### config.mk
export PLATFORM = sky130hd
export DESIGN_NAME = tcw_controller
export DESIGN_NICKNAME = d
export VERILOG_FILES = /design/src/rtl/core/tcw_pkg.sv /design/src/rtl/core/tcw_controller.sv
export SDC_FILE = /design/constraint.sdc
export NUM_CORES = 1
export LEC_CHECK = 0
export ABC_AREA = 1
export BUFFER_PORTS_ARGS = -buffer_cell sky130_fd_sc_hd__buf_2
export CAP_MARGIN = 20
export CORE_AREA = 2 2 39 41
export DETAILED_ROUTE_END_ITERATION = 16
export DIE_AREA = 0 0 41 43
export REMOVE_ABC_BUFFERS = 1
export SETUP_SLACK_MARGIN = 0.2
export SYNTH_ARGS = -nofsm -noshare
export SYNTH_HDL_FRONTEND = slang
export SYNTH_SLANG_ARGS = --single-unit
### constraint.sdc
create_clock -name aclk -period 1.5 [get_ports aclk]
set_clock_uncertainty 0.2 [all_clocks]
set_input_delay 0 -clock aclk [delete_from_list [all_inputs] [get_ports aclk]]
set_output_delay 0 -clock aclk [all_outputs]
set_load 0.05 [all_outputs]
### src/rtl/core/tcw_pkg.sv
// Shared types and constants for the text console writer.
// No dependencies; imported by every module of the block.
`timescale 1ns / 1ps
`default_nettype none

package tcw_pkg;

    // Payload field widths
    localparam int CMD_W       = 2;
    localparam int CODE_W      = 8;
    localparam int ATTR_W      = 8;
    localparam int ROW_SEL_W   = 5;
    localparam int COL_SEL_W   = 8;
    localparam int CURSOR_W    = 11;
    localparam int CELL_W      = 16;

    // Command codes
    localparam logic [CMD_W-1:0] CMD_PUT   = 2'd0;
    localparam logic [CMD_W-1:0] CMD_CLEAR = 2'd1;
    localparam logic [CMD_W-1:0] CMD_WRITE = 2'd2;
    localparam logic [CMD_W-1:0] CMD_READ  = 2'd3;

    localparam logic [CELL_W-1:0] BLANK_CELL   = 16'h0700;
    localparam logic [CODE_W-1:0] NEWLINE_CODE = 8'd10;

    // Controller to datapath
    typedef struct packed {
        logic load_item;    // capture the input transaction
        logic exec;         // run the command on the captured item
        logic sweep_step;   // issue one cell of a copy/blank sweep
        logic load_result;  // load the output register
    } tcw_cmd_t;

    // Datapath to controller
    typedef struct packed {
        logic [CMD_W-1:0] item_cmd;
        logic             scroll_now;
        logic             sweep_last;
        logic             out_free;
    } tcw_status_t;

endpackage

`default_nettype wire

### src/rtl/core/tcw_controller.sv
// Controller state machine of the text console writer.
// Depends on tcw_pkg; steers tcw_datapath through tcw_cmd_t and reads tcw_status_t.
`timescale 1ns / 1ps
`default_nettype none

module tcw_controller (
    input  wire                   aclk,
    input  wire                   aresetn,
    input  wire                   s_valid,
    output logic                  s_ready,
    input  wire  tcw_pkg::tcw_status_t status,
    output tcw_pkg::tcw_cmd_t     cmd
);
    import tcw_pkg::*;

    localparam logic [2:0] S_INIT       = 3'd0;
    localparam logic [2:0] S_INIT_DRAIN = 3'd1;
    localparam logic [2:0] S_IDLE       = 3'd2;
    localparam logic [2:0] S_EXEC       = 3'd3;
    localparam logic [2:0] S_SWEEP      = 3'd4;
    localparam logic [2:0] S_DRAIN      = 3'd5;
    localparam logic [2:0] S_RDWAIT     = 3'd6;
    localparam logic [2:0] S_HOLD       = 3'd7;

    logic [2:0] state_reg, state_next;
    logic [2:0] finish_state;

    // Deliver the result now if the output register is free, otherwise wait for it
    assign finish_state = status.out_free ? S_IDLE : S_HOLD;

    always_comb begin
        state_next      = state_reg;
        cmd             = '0;
        s_ready         = 1'b0;
        case (state_reg)
            S_INIT: begin
                cmd.sweep_step = 1'b1;
                if (status.sweep_last) begin
                    state_next = S_INIT_DRAIN;
                end
            end
            S_INIT_DRAIN: begin
                state_next = S_IDLE;
            end
            S_IDLE: begin
                s_ready       = 1'b1;
                cmd.load_item = s_valid;
                if (s_valid) begin
                    state_next = S_EXEC;
                end
            end
            S_EXEC: begin
                cmd.exec = 1'b1;
                case (status.item_cmd)
                    CMD_PUT: begin
                        if (status.scroll_now) begin
                            state_next = S_SWEEP;
                        end else begin
                            cmd.load_result = status.out_free;
                            state_next      = finish_state;
                        end
                    end
                    CMD_CLEAR: begin
                        state_next = S_SWEEP;
                    end
                    CMD_WRITE: begin
                        cmd.load_result = status.out_free;
                        state_next      = finish_state;
                    end
                    CMD_READ: begin
                        state_next = S_RDWAIT;
                    end
                    default: begin
                        state_next = S_IDLE;
                    end
                endcase
            end
            S_SWEEP: begin
                cmd.sweep_step = 1'b1;
                if (status.sweep_last) begin
                    state_next = S_DRAIN;
                end
            end
            S_DRAIN, S_RDWAIT, S_HOLD: begin
                cmd.load_result = status.out_free;
                state_next      = finish_state;
            end
            default: begin
                state_next = S_IDLE;
            end
        endcase
    end

    always_ff @(posedge aclk) begin
        if (!aresetn) begin
            state_reg <= S_INIT;
        end else begin
            state_reg <= state_next;
        end
    end

endmodule

`default_nettype wire

# Word-level counts from Yosys, hierarchy flattened
# Cells that the tools add are included.
[classes]
n_mux = 14
eq_ne = 13
n_reduce_logical = 5
[ops]
columns = ["operator", "count"]
rows = [
  ["$pmux W3 S6", 1],
  ["$mux W3", 5],
  ["$eq A3 B3 Y1 const B", 4],
  ["$pmux W3 S4", 1],
  ["$eq A3 B2 Y1 const B", 2],
  ["$ne A2 B2 Y1 const B", 3],
  ["$mux W1", 5],
  ["$eq A2 B2 Y1 const B", 2],
  ["$pmux W1 S2", 2],
  ["$eq A3 B1 Y1 const B", 1],
  ["$logic_not A3 Y1", 1],
  ["$reduce_and A3 Y1", 1],
  ["$reduce_or A3 Y1", 1],
  ["$eq A2 B1 Y1 const B", 1],
  ["$logic_not A2 Y1", 1],
  ["$reduce_or A2 Y1", 1],
]
[word_totals]
reg_bits = 3
inputBits = 8
elab_cells = 33

# Logic depth before layout (Yosys ltp)
# Gate-level depths: netlist of the first run.
[logic_depth]
word_depth = 4
mapped_depth = 7

# Worst setup path after synthesis of the first run
# Ideal clock, no wire load.
[synth_path]
kind = "flip-flop to output port"
from = "reg state_reg[2]"
to = "out cmd[3] (netlist name)"
path_stages_with_launch = 4
setup_slack_ns = -0.194
required_time_ns = 1.300
arrival_time_ns = 1.494
path_cell_list = "dfxtp_1 -> inv_1 -> nand2_1 -> nor3_1"
[synth_rtl]
columns = ["element", "line", "rtl"]
rows = [
  ["start, declared", "tcw_controller.sv:25", "logic [2:0] state_reg, state_next;"],
  ["start signal, assigned", "tcw_controller.sv:98", "state_reg <= state_next;"],
  ["end, declared", "tcw_controller.sv:12", "output tcw_pkg::tcw_cmd_t cmd"],
]

==> results of run 1 <==
==> worst min-delay path by stage <==
stage | from | cells past startpoint | slack [ns] | endpoint
CTS | status[0] | 4 | -0.07 | state_reg[2]
global placement | aresetn | 3 | 0.06 | state_reg[2]
floorplan | aresetn | 2 | -0.07 | state_reg[2]
finish | status[0] | 6 | 0.01 | state_reg[0]
global route | status[0] | 6 | 0.07 | state_reg[0]
detailed placement | aresetn | 3 | 0.07 | state_reg[2]
==> cells in the mapped netlist <==
cell,n
nor2_2,1
a21oi_1,1
inv_2,3
nand2_2,3
nor2_1,5
nor3_1,2
inv_1,7
nand3b_1,1
nand2_1,8
dfxtp_1,3
o21ai_0,1
nand3_1,2
o22ai_1,1
==> area by class of cell <==
type                            count  area (um^2)  area share
Timing Repair Buffer               23          178       0.387
Clock buffer                        4         26.3      0.0572
Inverter                           10         37.5      0.0817
Multi-Input combinational cell     25          134       0.292
Sequential cell                     3         63.8       0.139
Tap cell                           16         20.0      0.0436
==> repair_timing <==
action                     CTS  global route
hold endpoints to repair     3             1
pin swaps                    2             5
hold buffers                 6             1
gates resized for setup     11             3
setup endpoints to repair    4             4
cloned                       0             0
setup buffers                2             2
==> metrics by stage <==
step / cells / hold slack, ns / TNS [ns]
2_1_floorplan: 38 / -0.0677 / -0.384
3_3_place_gp: 66 / 0.0628 / 0
3_5_place_dp: 66 / 0.0668 / 0
4_1_cts: 78 / -0.0732 / 0
5_1_grt: 81 / 0.0680 / 0
6_report: 81 / 0.0131 / 0
==> power breakdown <==
part / switching, mW / total (mW) / internal (mW) / leakage (nW)
registers: 0.0104 / 0.103 / 0.0926 / 0.0258
logic: 0.117 / 0.198 / 0.0809 / 0.201
clock network: 0.0412 / 0.141 / 0.0997 / 0.0150
total: 0.169 / 0.442 / 0.273 / 0.242
==> logic make-up (layout without fill, tap and decap cells) <==
kind of cell,count (synthesis),after routing,share of synthesized area
flops,3,3,0.279
buf+inv,10,37,0.174
compound gates,3,3,0.0756
simple gates,22,22,0.471
==> worst max-delay path, delay by kind of cell (launching register included) <==
kind,cells,cell delay [ns]
compound gates,1,0.15
buf+inv,2,0.23
flops,1,0.33
simple gates,2,0.16
==> per-layer routing <==
metal,vias to the layer above,share of wire,track usage
met3,0,0.045,0.0157
met4,0,0,0.100
li1,168,-,-
met1,133,0.39,0.0895
met2,5,0.56,0.150
met5,-,0,0
==> results.md, run 1 <==
- Via Count: 306
- Synth Area per Inst: 5.66 um^2
- Drt total wl: 606 um
- Crit. End Element: output pin
- Rel. slew slack: 0.837
- Average wire per standard cell: 7.48 um
- Worst Setup SP: state_reg[1]
- Worst Tran Pin Value: 0.247 ns
- Slew Limit Fails: 0
- Layout area overhead: 113%
- Setup slack after layout: 0.200 ns
- CP arrival: 1.10 ns
- Clock Root Buffer: clkbuf_4
- Max-Cap Viols: 0
- GPL Wtd Cong: 0.767
- Placed Instance Area: 295 um^2
- Global-route wire length before repair: 1.10 mm
- Post-Synthesis Cell Area: 215 um^2
- DRT Pass-1 Iters: 1
- Worst vdd ir: 0.313 mV
- Gr usage total: 0.0942
- Yosys warns: 0
- Worst r2r src: state_reg[1]
- Highest cell delay on the worst timing path: 0.33 ns
- Worst Setup EP: cmd[0]
- Layout cells sized above 1: 0.508
- Static Leak: 0.242 nW
- Unique masters post-synth: 13
- Most frequent cells in the layout: 8 x nand2_1, 8 x buf_2, 7 x dlygate4sd3_1, 6 x buf_4
- Later-pin clock latency in the skew report: 0.23 ns
- Crit-path max FO: 2
- Biggest area consumer among synthesized cells: dfxtp_1
- # clock sinks: 3
- Final hold vios: 0
- DRC viols: 0
- Outcome: finished clean
- Synth top area cells: dfxtp_1 28%, nand2_1 14%, inv_1 12%
- Number of DRC markers in iteration 0: 0
- Final Core Density: 0.332
- Final Cell Area: 459 um^2
- Vias in the first global route: 327
- Fill cells: 151
- Min-Delay Path Class: in2reg
- IO Pins: 13
- Fin nets: 74
- PD cells: 963 mW/mm^2
- Max reg flops: 3
- Die Ht: 43 um
- Worst-path clk slew: 0.04 ns
- Buffers on Ports: 12
- Class of the most critical setup path: reg2out
- Cell mode on critical path: nand2_2
- Fmax: 0.769 GHz
- Core Footprint: 0.00138 mm^2
- Pin count of the biggest net entering global routing: 5
- Starting Density: 0.156
- Seq/Total Area, Yosys: 0.279
- Worst path cell trace: inv_2 -> nand2_2 -> nand2_2 -> o22ai_2 -> buf_6
- Number of diodes: 0
- Slowest-stage cell, CP: dfxtp_2
- Core Rows: 14
- Final worst path period share: 0.867
- Tmin final: 1.30 ns
- Reg2reg path depth: 8
- Setup WS pre-CTS: 0.272 ns
- Post-DP HPWL: 467 um
- Initial antenna violation count: 0
- Clock Tree Buf Depth: 2
- Final setup viols: 0
- Total power: 442 uW
- Routed Antenna Nets: 0
- Unrepaired setup endpoints after global routing: yes
- Vias per inst: 3.78
- Synth Instances: 38
- Total CTS buffers: 3
- Required time worst endpoint: 1.30 ns
- Die area: 0.00176 mm^2
- CTS tree: yes
- CP Launch Type: flop
- Synthesized flop and latch total: 3
- H-tree depth: 1
- Synth top area share: 0.279
- Final global-route overflow total: 0
- R2R Setup Slk: 0.27 ns
- Critical R2R Capture: state_reg[0]
- Die Span X: 41 um
Note: power is estimated with default switching activity, not from simulation.
==> inputs of run 2 (changes only) <==
--- a/config.mk
+++ b/config.mk
@@ -5,10 +5,11 @@
 export SDC_FILE = /design/constraint.sdc
 export NUM_CORES = 1
 export LEC_CHECK = 0
-export ABC_AREA = 1
+export ABC_AREA = 0
 export BUFFER_PORTS_ARGS = -buffer_cell sky130_fd_sc_hd__buf_2
 export CAP_MARGIN = 20
 export CORE_AREA = 2 2 39 41
+export CTS_CLUSTER_SIZE = 10
 export DETAILED_ROUTE_END_ITERATION = 16
 export DIE_AREA = 0 0 41 43
 export REMOVE_ABC_BUFFERS = 1
==> constraint.sdc (replaced) <==
create_clock -name aclk -period 1.05 [get_ports aclk]
set_clock_uncertainty 0.2 [all_clocks]
set_input_delay 0 -clock aclk [delete_from_list [all_inputs] [get_ports aclk]]
set_output_delay 0 -clock aclk [all_outputs]
set_load 0.05 [all_outputs]
==> run 2 against run 1 <==
The flow now finishes with violations (design-rule violations, negative hold slack, negative setup slack). Area after synthesis grew 22%. Via count up 8.5%. Sequential share of layout area is 0.85 points lower. Utilization increased by 6.3 points. Flip-flop and latch count unchanged. Cell count shrank 9.9%. Synthesized cell count is 16% lower. First-iteration DRC count rose by 7. Critical path depth is 1 lower. Non-clock buffer count did not move. Global-route usage rose by 0.90 points. Worst setup slack got worse by 0.52 ns. Critical path type is now reg2reg. Largest cell class is now multi-input gates.
==> results.md, run 2 <==
- Outcome: finished with violations
- Failing checks: design-rule violations, negative hold slack, negative setup slack
- Sequential fraction of design power: 0.214 (-0.019)
- Average wire per standard cell: 10.8 um (+45%)
- Final Core Density: 0.395 (+0.0633)
- Synthesized flop and latch total: 3 (unchanged)
- Non-Filler Instances: 73 (-9.9%)
- Commonest non-fill, non-tap cell in the layout: buf_4
- Multi-input logic area: 233 um^2 (+74%)
- Most frequent cells in the layout: 8 x buf_4, 7 x buf_2, 6 x buf_6, 3 x clkbuf_4, 3 x dfxtp_4
- Slew Limit Fails: 0 (unchanged)
- Starting Density: 0.189 (+0.0335)
- Gate power share: 0.545 (+0.097)
- Max-Cap Viols: 0 (unchanged)
- Tmin final: 1.37 ns
- CP arrival: 1.26 ns (+0.16 ns)
- Layout cells sized above 1: 0.754 (+0.247)
- Setup WS pre-CTS: -0.294 ns (-0.566 ns)
- Later-pin clock latency in the skew report: 0.23 ns (about the same)
- Die area: 0.00176 mm^2 (unchanged)
- Clock power share: 0.242 (-0.077)
- Synth top area cells: dfxtp_1 23%, nor3b_2 9.6%, o21ai_0 7.7%
- Post-DP HPWL: 509 um (+8.8%)
- Fin nets: 66 (-11%)
- Total CTS buffers: 3 (unchanged)
- Worst-path clk slew: 0.04 ns (about the same)
- Post-synth EDFFs: 0 (unchanged)
- Initial antenna violation count: 0 (unchanged)
- Cell-internal power: 518 uW (+90%)
- Setup slack after layout: -0.316 ns (-0.516 ns)
- Fraction of registers with async set/reset: 0 (unchanged)
- Die Span X: 41 um (unchanged)
- Max reg flops: 3 (unchanged)
- CTS tree: yes
- Vias per inst: 4.55 (+20%)
- Reg2reg path depth: 4 (-4)
- Top_reg_cell synth: dfxtp_1
- Crit. End Element: flop
- H-tree depth: 1 (unchanged)
- Worst Tran Pin Value: 0.283 ns (+0.0366 ns)
- Mux cell area share after synthesis: 0.0574 (+0.0574)
- Global-route wire length before repair: 1.21 mm (+9.3%)
- Fill cells: 147 (-2.6%)
- Highest cell delay on the worst timing path: 0.35 ns (+0.02 ns)
- Switching portion of total power: 0.372 (-0.0103)
- Required time worst endpoint: 0.95 ns (-0.35 ns)
- Pin count of the biggest net entering global routing: 8 (+3)
- DRC viols: 2 (+2)
- Worst Hold End: state_reg[2]
- Layout area overhead: 109%
- Min-Delay Startpoint: aresetn
- Final Cell Area: 547 um^2 (+19%)
- R2R Setup Slk: -0.32 ns (-0.59 ns)
- Critical R2R Capture: state_reg[2]
- Drt total wl: 790 um (+30%)
- Post-synthesis compound-gate area fraction: 0.254 (+0.178)
- Worst vdd ir: 0.829 mV (+170%)
- Synth Area per Inst: 8.17 um^2 (+44%)
- Die Ht: 43 um (unchanged)
- Number of DRC markers in iteration 0: 7 (+7)
- Reg area: 71.3 um^2 (+12%)
- IO Pins: 13 (unchanged)
- Via Count: 332 (+8.5%)
- Final worst path period share: 1.30
- Hold Path Depth: 3 (-3)
- Static Leak: 0.245 nW (+1.4%)
- Number of diodes: 0 (unchanged)
- Setup tns final: -2.02 ns (-2.02 ns)
- CP Launch Type: flop
- PD cells: 1510 mW/mm^2 (+57%)
- Post-synthesis xor/xnor area fraction: 0 (unchanged)
- Min-Delay Path Class: in2reg
- Seq/Total Area, Yosys: 0.230 (-0.0494)
- Most frequent cells after synthesis: 4 x o21ai_0, 3 x dfxtp_1, 3 x nor2_1
- Final hold vios: 3 (+3)
- Crit-path max FO: 6 (+4)
- DRT Pass-1 Iters: 10 (+9)
- Biggest area consumer among synthesized cells: dfxtp_1
- Most frequent cell after synthesis: o21ai_0
- Clock Root Buffer: clkbuf_4
- Core Footprint: 0.00138 mm^2 (unchanged)
- Post-synthesis simple-gate area fraction: 0.383 (-0.0882)
- Largest family of logic cells by synthesized area: simple AND/OR/NAND/NOR gates
- Hold_ws: -0.163 ns (-0.176 ns)
- Core Rows: 14 (unchanged)
- Rel. slew slack: 0.811 (-0.0259)
- Buffers on Ports: 12 (unchanged)
- GPL Wtd Cong: 0.690 (-10%)
- Class of the most critical setup path: reg2reg
- Worst path cell trace: buf_4 -> mux2_4 -> o31ai_1 -> a31oi_1
- Unrepaired setup endpoints after global routing: yes
- Worst r2r src: state_reg[1]
- Total power: 825 uW (+87%)
- Synth top area share: 0.230 (-0.0494)
- Unique masters post-synth: 20 (+7)
- Vias in the first global route: 337 (+3.1%)
- Yosys warns: 0 (unchanged)
- Synth Instances: 32 (-16%)
- # clock sinks: 3 (unchanged)
- Clock Tree Buf Depth: 2 (unchanged)
- Placed Instance Area: 363 um^2 (+23%)
- Inst Count DP: 63 (-4.5%)
- Adder-cell share of the synthesized area: 0 (unchanged)
- Routed Antenna Nets: 0 (unchanged)
- Final setup viols: 8 (+8)
- Post-Synthesis Cell Area: 262 um^2 (+22%)
- Switching Power: 307 uW (+82%)
- Final global-route overflow total: 0 (unchanged)
- Slowest-stage cell, CP: dfxtp_4
- Gr usage total: 0.103 (+0.00902)
- Fmax: 0.732 GHz
run 2: cell types whose count changed after synthesis, moves of 2 or more:
| cell | before | now |
|---|---|---|
| a31oi_1 | 0 | 2 |
| inv_1 | 7 | 1 |
| inv_2 | 3 | 0 |
| nor2_1 | 5 | 3 |
| o31ai_1 | 0 | 2 |
| nand3_1 | 2 | 0 |
| nand2_1 | 8 | 2 |
| and2_1 | 0 | 2 |
| nor3b_2 | 0 | 2 |
| nand2_2 | 3 | 0 |
| o21ai_0 | 1 | 4 |
run 2: cell type report:
cell class              instances  area share
clock buffers                   4      0.0481
inverters                       1     0.00686
multi-input cells              26       0.426
flip-flops and latches          3       0.130
well taps                      16      0.0366
repair buffers                 23       0.352
run 2: cells by family (layout without fill, tap and decap cells):
group | Yosys count | in the layout
mux | 1 | 1
flops | 3 | 3
buf+inv | 3 | 28
compound gates | 10 | 10
simple gates | 15 | 15
run 2: power groups by stage:
stage | Sequential [mW] | Clock [mW] | Combinational (mW)
detailed placement | 0.168 | 0 | 0.280
finish | 0.176 | 0.200 | 0.449
floorplan | 0.166 | 0 | 0.175
CTS | 0.174 | 0.214 | 0.400
global route | 0.179 | 0.225 | 0.476
global placement | 0.167 | 0 | 0.278
run 2: repair_timing:
action / 4_1_cts / 5_1_grt
pin swaps: 6 / 4
setup buffers: 4 / 2
setup endpoints to repair: 8 / 8
hold endpoints to repair: 3 / 3
gates cloned: 0 / 0
gates resized for setup: 30 / 6
run 2: worst max-delay path by stage:
stage | start | end | depth (start not counted)
2_1_floorplan | state_reg[1] | cmd[3] | 2
5_1_grt | state_reg[0] | cmd[0] | 4
6_report | state_reg[1] | state_reg[2] | 4
3_3_place_gp | state_reg[1] | state_reg[0] | 4
3_5_place_dp | state_reg[1] | state_reg[2] | 3
4_1_cts | state_reg[0] | cmd[0] | 4
run 2: metal layers:
metal | share of wire | track usage | wire (um)
met3 | 0.061 | 0.0628 | 48
met1 | 0.43 | 0.0990 | 338
met5 | 0 | 0 | 0
met2 | 0.51 | 0.169 | 403
met4 | 0 | 0.0400 | 0
run 2: worst max-delay path, delay by kind of cell (launching register included):
family,cells,cell delay (ns)
flip-flops,1,0.35
AO/OA/AOI/OAI,2,0.27
buffers and inverters,1,0.13
multiplexers,1,0.28
==> inputs of run 3 (changes only) <==
==> constraint.sdc (replaced) <==
create_clock -name aclk -period 1.05 [get_ports aclk]
set_clock_uncertainty 0.2 [all_clocks]
set_input_delay 0 -clock aclk [delete_from_list [all_inputs] [get_ports aclk]]
set_output_delay 0 -clock aclk [all_outputs]
set_load 0.005 [all_outputs]
==> run 3 against run 2 <==
The run ends with negative hold slack, negative setup slack left. Maximum frequency is 2.7% higher. Register-to-register slack improved by 0.04 ns. Global-route usage up 1.3 points. Critical endpoint is now cmd[0]. Largest power group unchanged.
==> results.md, run 3 (synthesis gave the netlist of run 2 again) <==
- Min-Delay Path Class: in2reg
- Layout area overhead: 94.3%
- IO Pins: 13 (unchanged)
- CTS tree: yes
- Routed Antenna Nets: 0 (unchanged)
- H-tree depth: 1 (unchanged)
- PD cells: 1400 mW/mm^2 (-7.0%)
- Hold_ws: -0.156 ns (+0.00703 ns)
- Pin count of the biggest net entering global routing: 7 (-1)
- Post-DP HPWL: 521 um (+2.4%)
- Slew Limit Fails: 0 (unchanged)
- Layout cells sized above 1: 0.696 (-0.0580)
- Placed Instance Area: 348 um^2 (-4.1%)
- Die Ht: 43 um (unchanged)
- Final setup viols: 8 (unchanged)
- Core Footprint: 0.00138 mm^2 (unchanged)
- Worst Tran Pin Value: 0.303 ns (+0.0198 ns)
- Final Core Density: 0.367 (-0.0280)
- Critical R2R Capture: state_reg[2]
- CP Launch Type: flop
- Initial antenna violation count: 0 (unchanged)
- Later-pin clock latency in the skew report: 0.23 ns (about the same)
- Commonest non-fill, non-tap cell in the layout: buf_2
- Fin nets: 65 (-1.5%)
- Die area: 0.00176 mm^2 (unchanged)
- Via Count: 326 (-1.8%)
- Number of diodes: 0 (unchanged)
- Worst Setup EP: cmd[0]
- Class of the most critical setup path: reg2out
- Worst vdd ir: 0.492 mV (-41%)
- Failing checks: negative hold slack, negative setup slack
- Core Rows: 14 (unchanged)
- Global-route wire length before repair: 1.34 mm (+11%)
- Worst-path clk slew: 0.04 ns (about the same)
- Die Span X: 41 um (unchanged)
- Number of DRC markers in iteration 0: 9 (+2)
- GPL Wtd Cong: 0.751 (+8.8%)
- Unrepaired setup endpoints after global routing: yes
- Worst Setup SP: state_reg[1]
- Final hold vios: 3 (unchanged)
- Final global-route overflow total: 0 (unchanged)
- Static Leak: 0.231 nW (-5.9%)
- Clock Tree Buf Depth: 2 (unchanged)
- Tmin final: 1.33 ns (-0.0360 ns)
- Final worst path period share: 1.27 (-0.0343)
- Setup slack after layout: -0.280 ns (+0.0360 ns)
- Max reg flops: 3 (unchanged)
- Buffers on Ports: 12 (unchanged)
- Fmax: 0.752 GHz (+2.7%)
- Hold Path Depth: 3 (unchanged)
- Starting Density: 0.189 (unchanged)
- Setup tns final: -1.58 ns (+0.441 ns)
- Required time worst endpoint: 0.85 ns (-0.10 ns)
- Drt total wl: 845 um (+7.0%)
- R2R Setup Slk: -0.28 ns (+0.04 ns)
- Fill cells: 166 (+13%)
- Vias per inst: 4.53 (-0.44%)
- Vias in the first global route: 329 (-2.4%)
- Most frequent cells in the layout: 12 x buf_2, 5 x buf_6, 5 x buf_4, 3 x clkbuf_4
- Average wire per standard cell: 11.7 um (+8.4%)
- Clock Root Buffer: clkbuf_4
- Reg2reg path depth: 4 (unchanged)
- Rel. slew slack: 0.798 (-0.0132)
- Max-Cap Viols: 0 (unchanged)
- Worst r2r src: state_reg[1]
- DRT Pass-1 Iters: 3 (-7)
- CP arrival: 1.13 ns (-0.13 ns)
- Total CTS buffers: 3 (unchanged)
- DRC viols: 0 (-2)
- Gr usage total: 0.116 (+0.0133)
- # clock sinks: 3 (unchanged)
- Final Cell Area: 508 um^2 (-7.1%)
- Crit-path max FO: 5 (-1)
- Outcome: finished with violations
- Crit. End Element: output pin
run 3: changes by cell type in the layout (fill, tap and decap cells not counted), sizes merged:
cell	change
buf	-1
run 3: timing repair:
item                                    in CTS  in global routing
endpoints found under the setup margin       8                  8
cloned                                       1                  0
gates resized for setup                     19                  3
endpoints found under the hold margin        3                  3
pin swaps                                    7                  3
buffers inserted                             5                  1
run 3: per-stage QoR:
| stage | instances | setup WS, ns | power (mW) |
|---|---|---|---|
| 2_1_floorplan | 30 | -0.262 | 0.259 |
| 3_3_place_gp | 61 | -0.216 | 0.347 |
| 3_5_place_dp | 61 | -0.217 | 0.349 |
| 4_1_cts | 71 | -0.290 | 0.674 |
| 5_1_grt | 72 | -0.355 | 0.771 |
| 6_report | 72 | -0.280 | 0.713 |
run 3: layer usage:
layer	GRT usage	up-vias	wire (um)
met5	0	-	0
met3	0.0366	0	38
met1	0.113	156	307
met2	0.194	7	500
met4	0.0800	0	0
li1	-	163	-
run 3: power breakdown:
part           switching, mW  total [mW]  internal, mW
sequential            0.0257       0.165         0.140
combinational          0.144       0.347         0.203
clock                 0.0588       0.201         0.142
total                  0.229       0.713         0.485
run 3: worst max-delay path: stages (launching register included):
cell	delay, ns
dfxtp_2	0.34
buf_6	0.11
nand2_1	0.04
o31ai_1	0.16
and2_1	0.14
buf_2	0.10
run 3: final cells by class:
cell class / count / area (um^2) / area share
clock buffer: 4 / 26.3 / 0.0517
sequential: 3 / 66.3 / 0.131
tap: 16 / 20.0 / 0.0394
timing repair buffer: 22 / 154 / 0.303
multi-input combinational: 26 / 238 / 0.468
inverter: 1 / 3.75 / 0.00739
run 3: worst min-delay path by stage:
| stage | from | slack [ns] | end |
|---|---|---|---|
| after floorplan | status[0] | -0.09 | cmd[0] |
| after global placement | aresetn | 0.07 | state_reg[0] |
| after detailed placement | aresetn | 0.07 | state_reg[0] |
| after CTS | aresetn | -0.17 | state_reg[0] |
| after global routing | aresetn | -0.15 | state_reg[2] |
| final | aresetn | -0.16 | state_reg[2] |
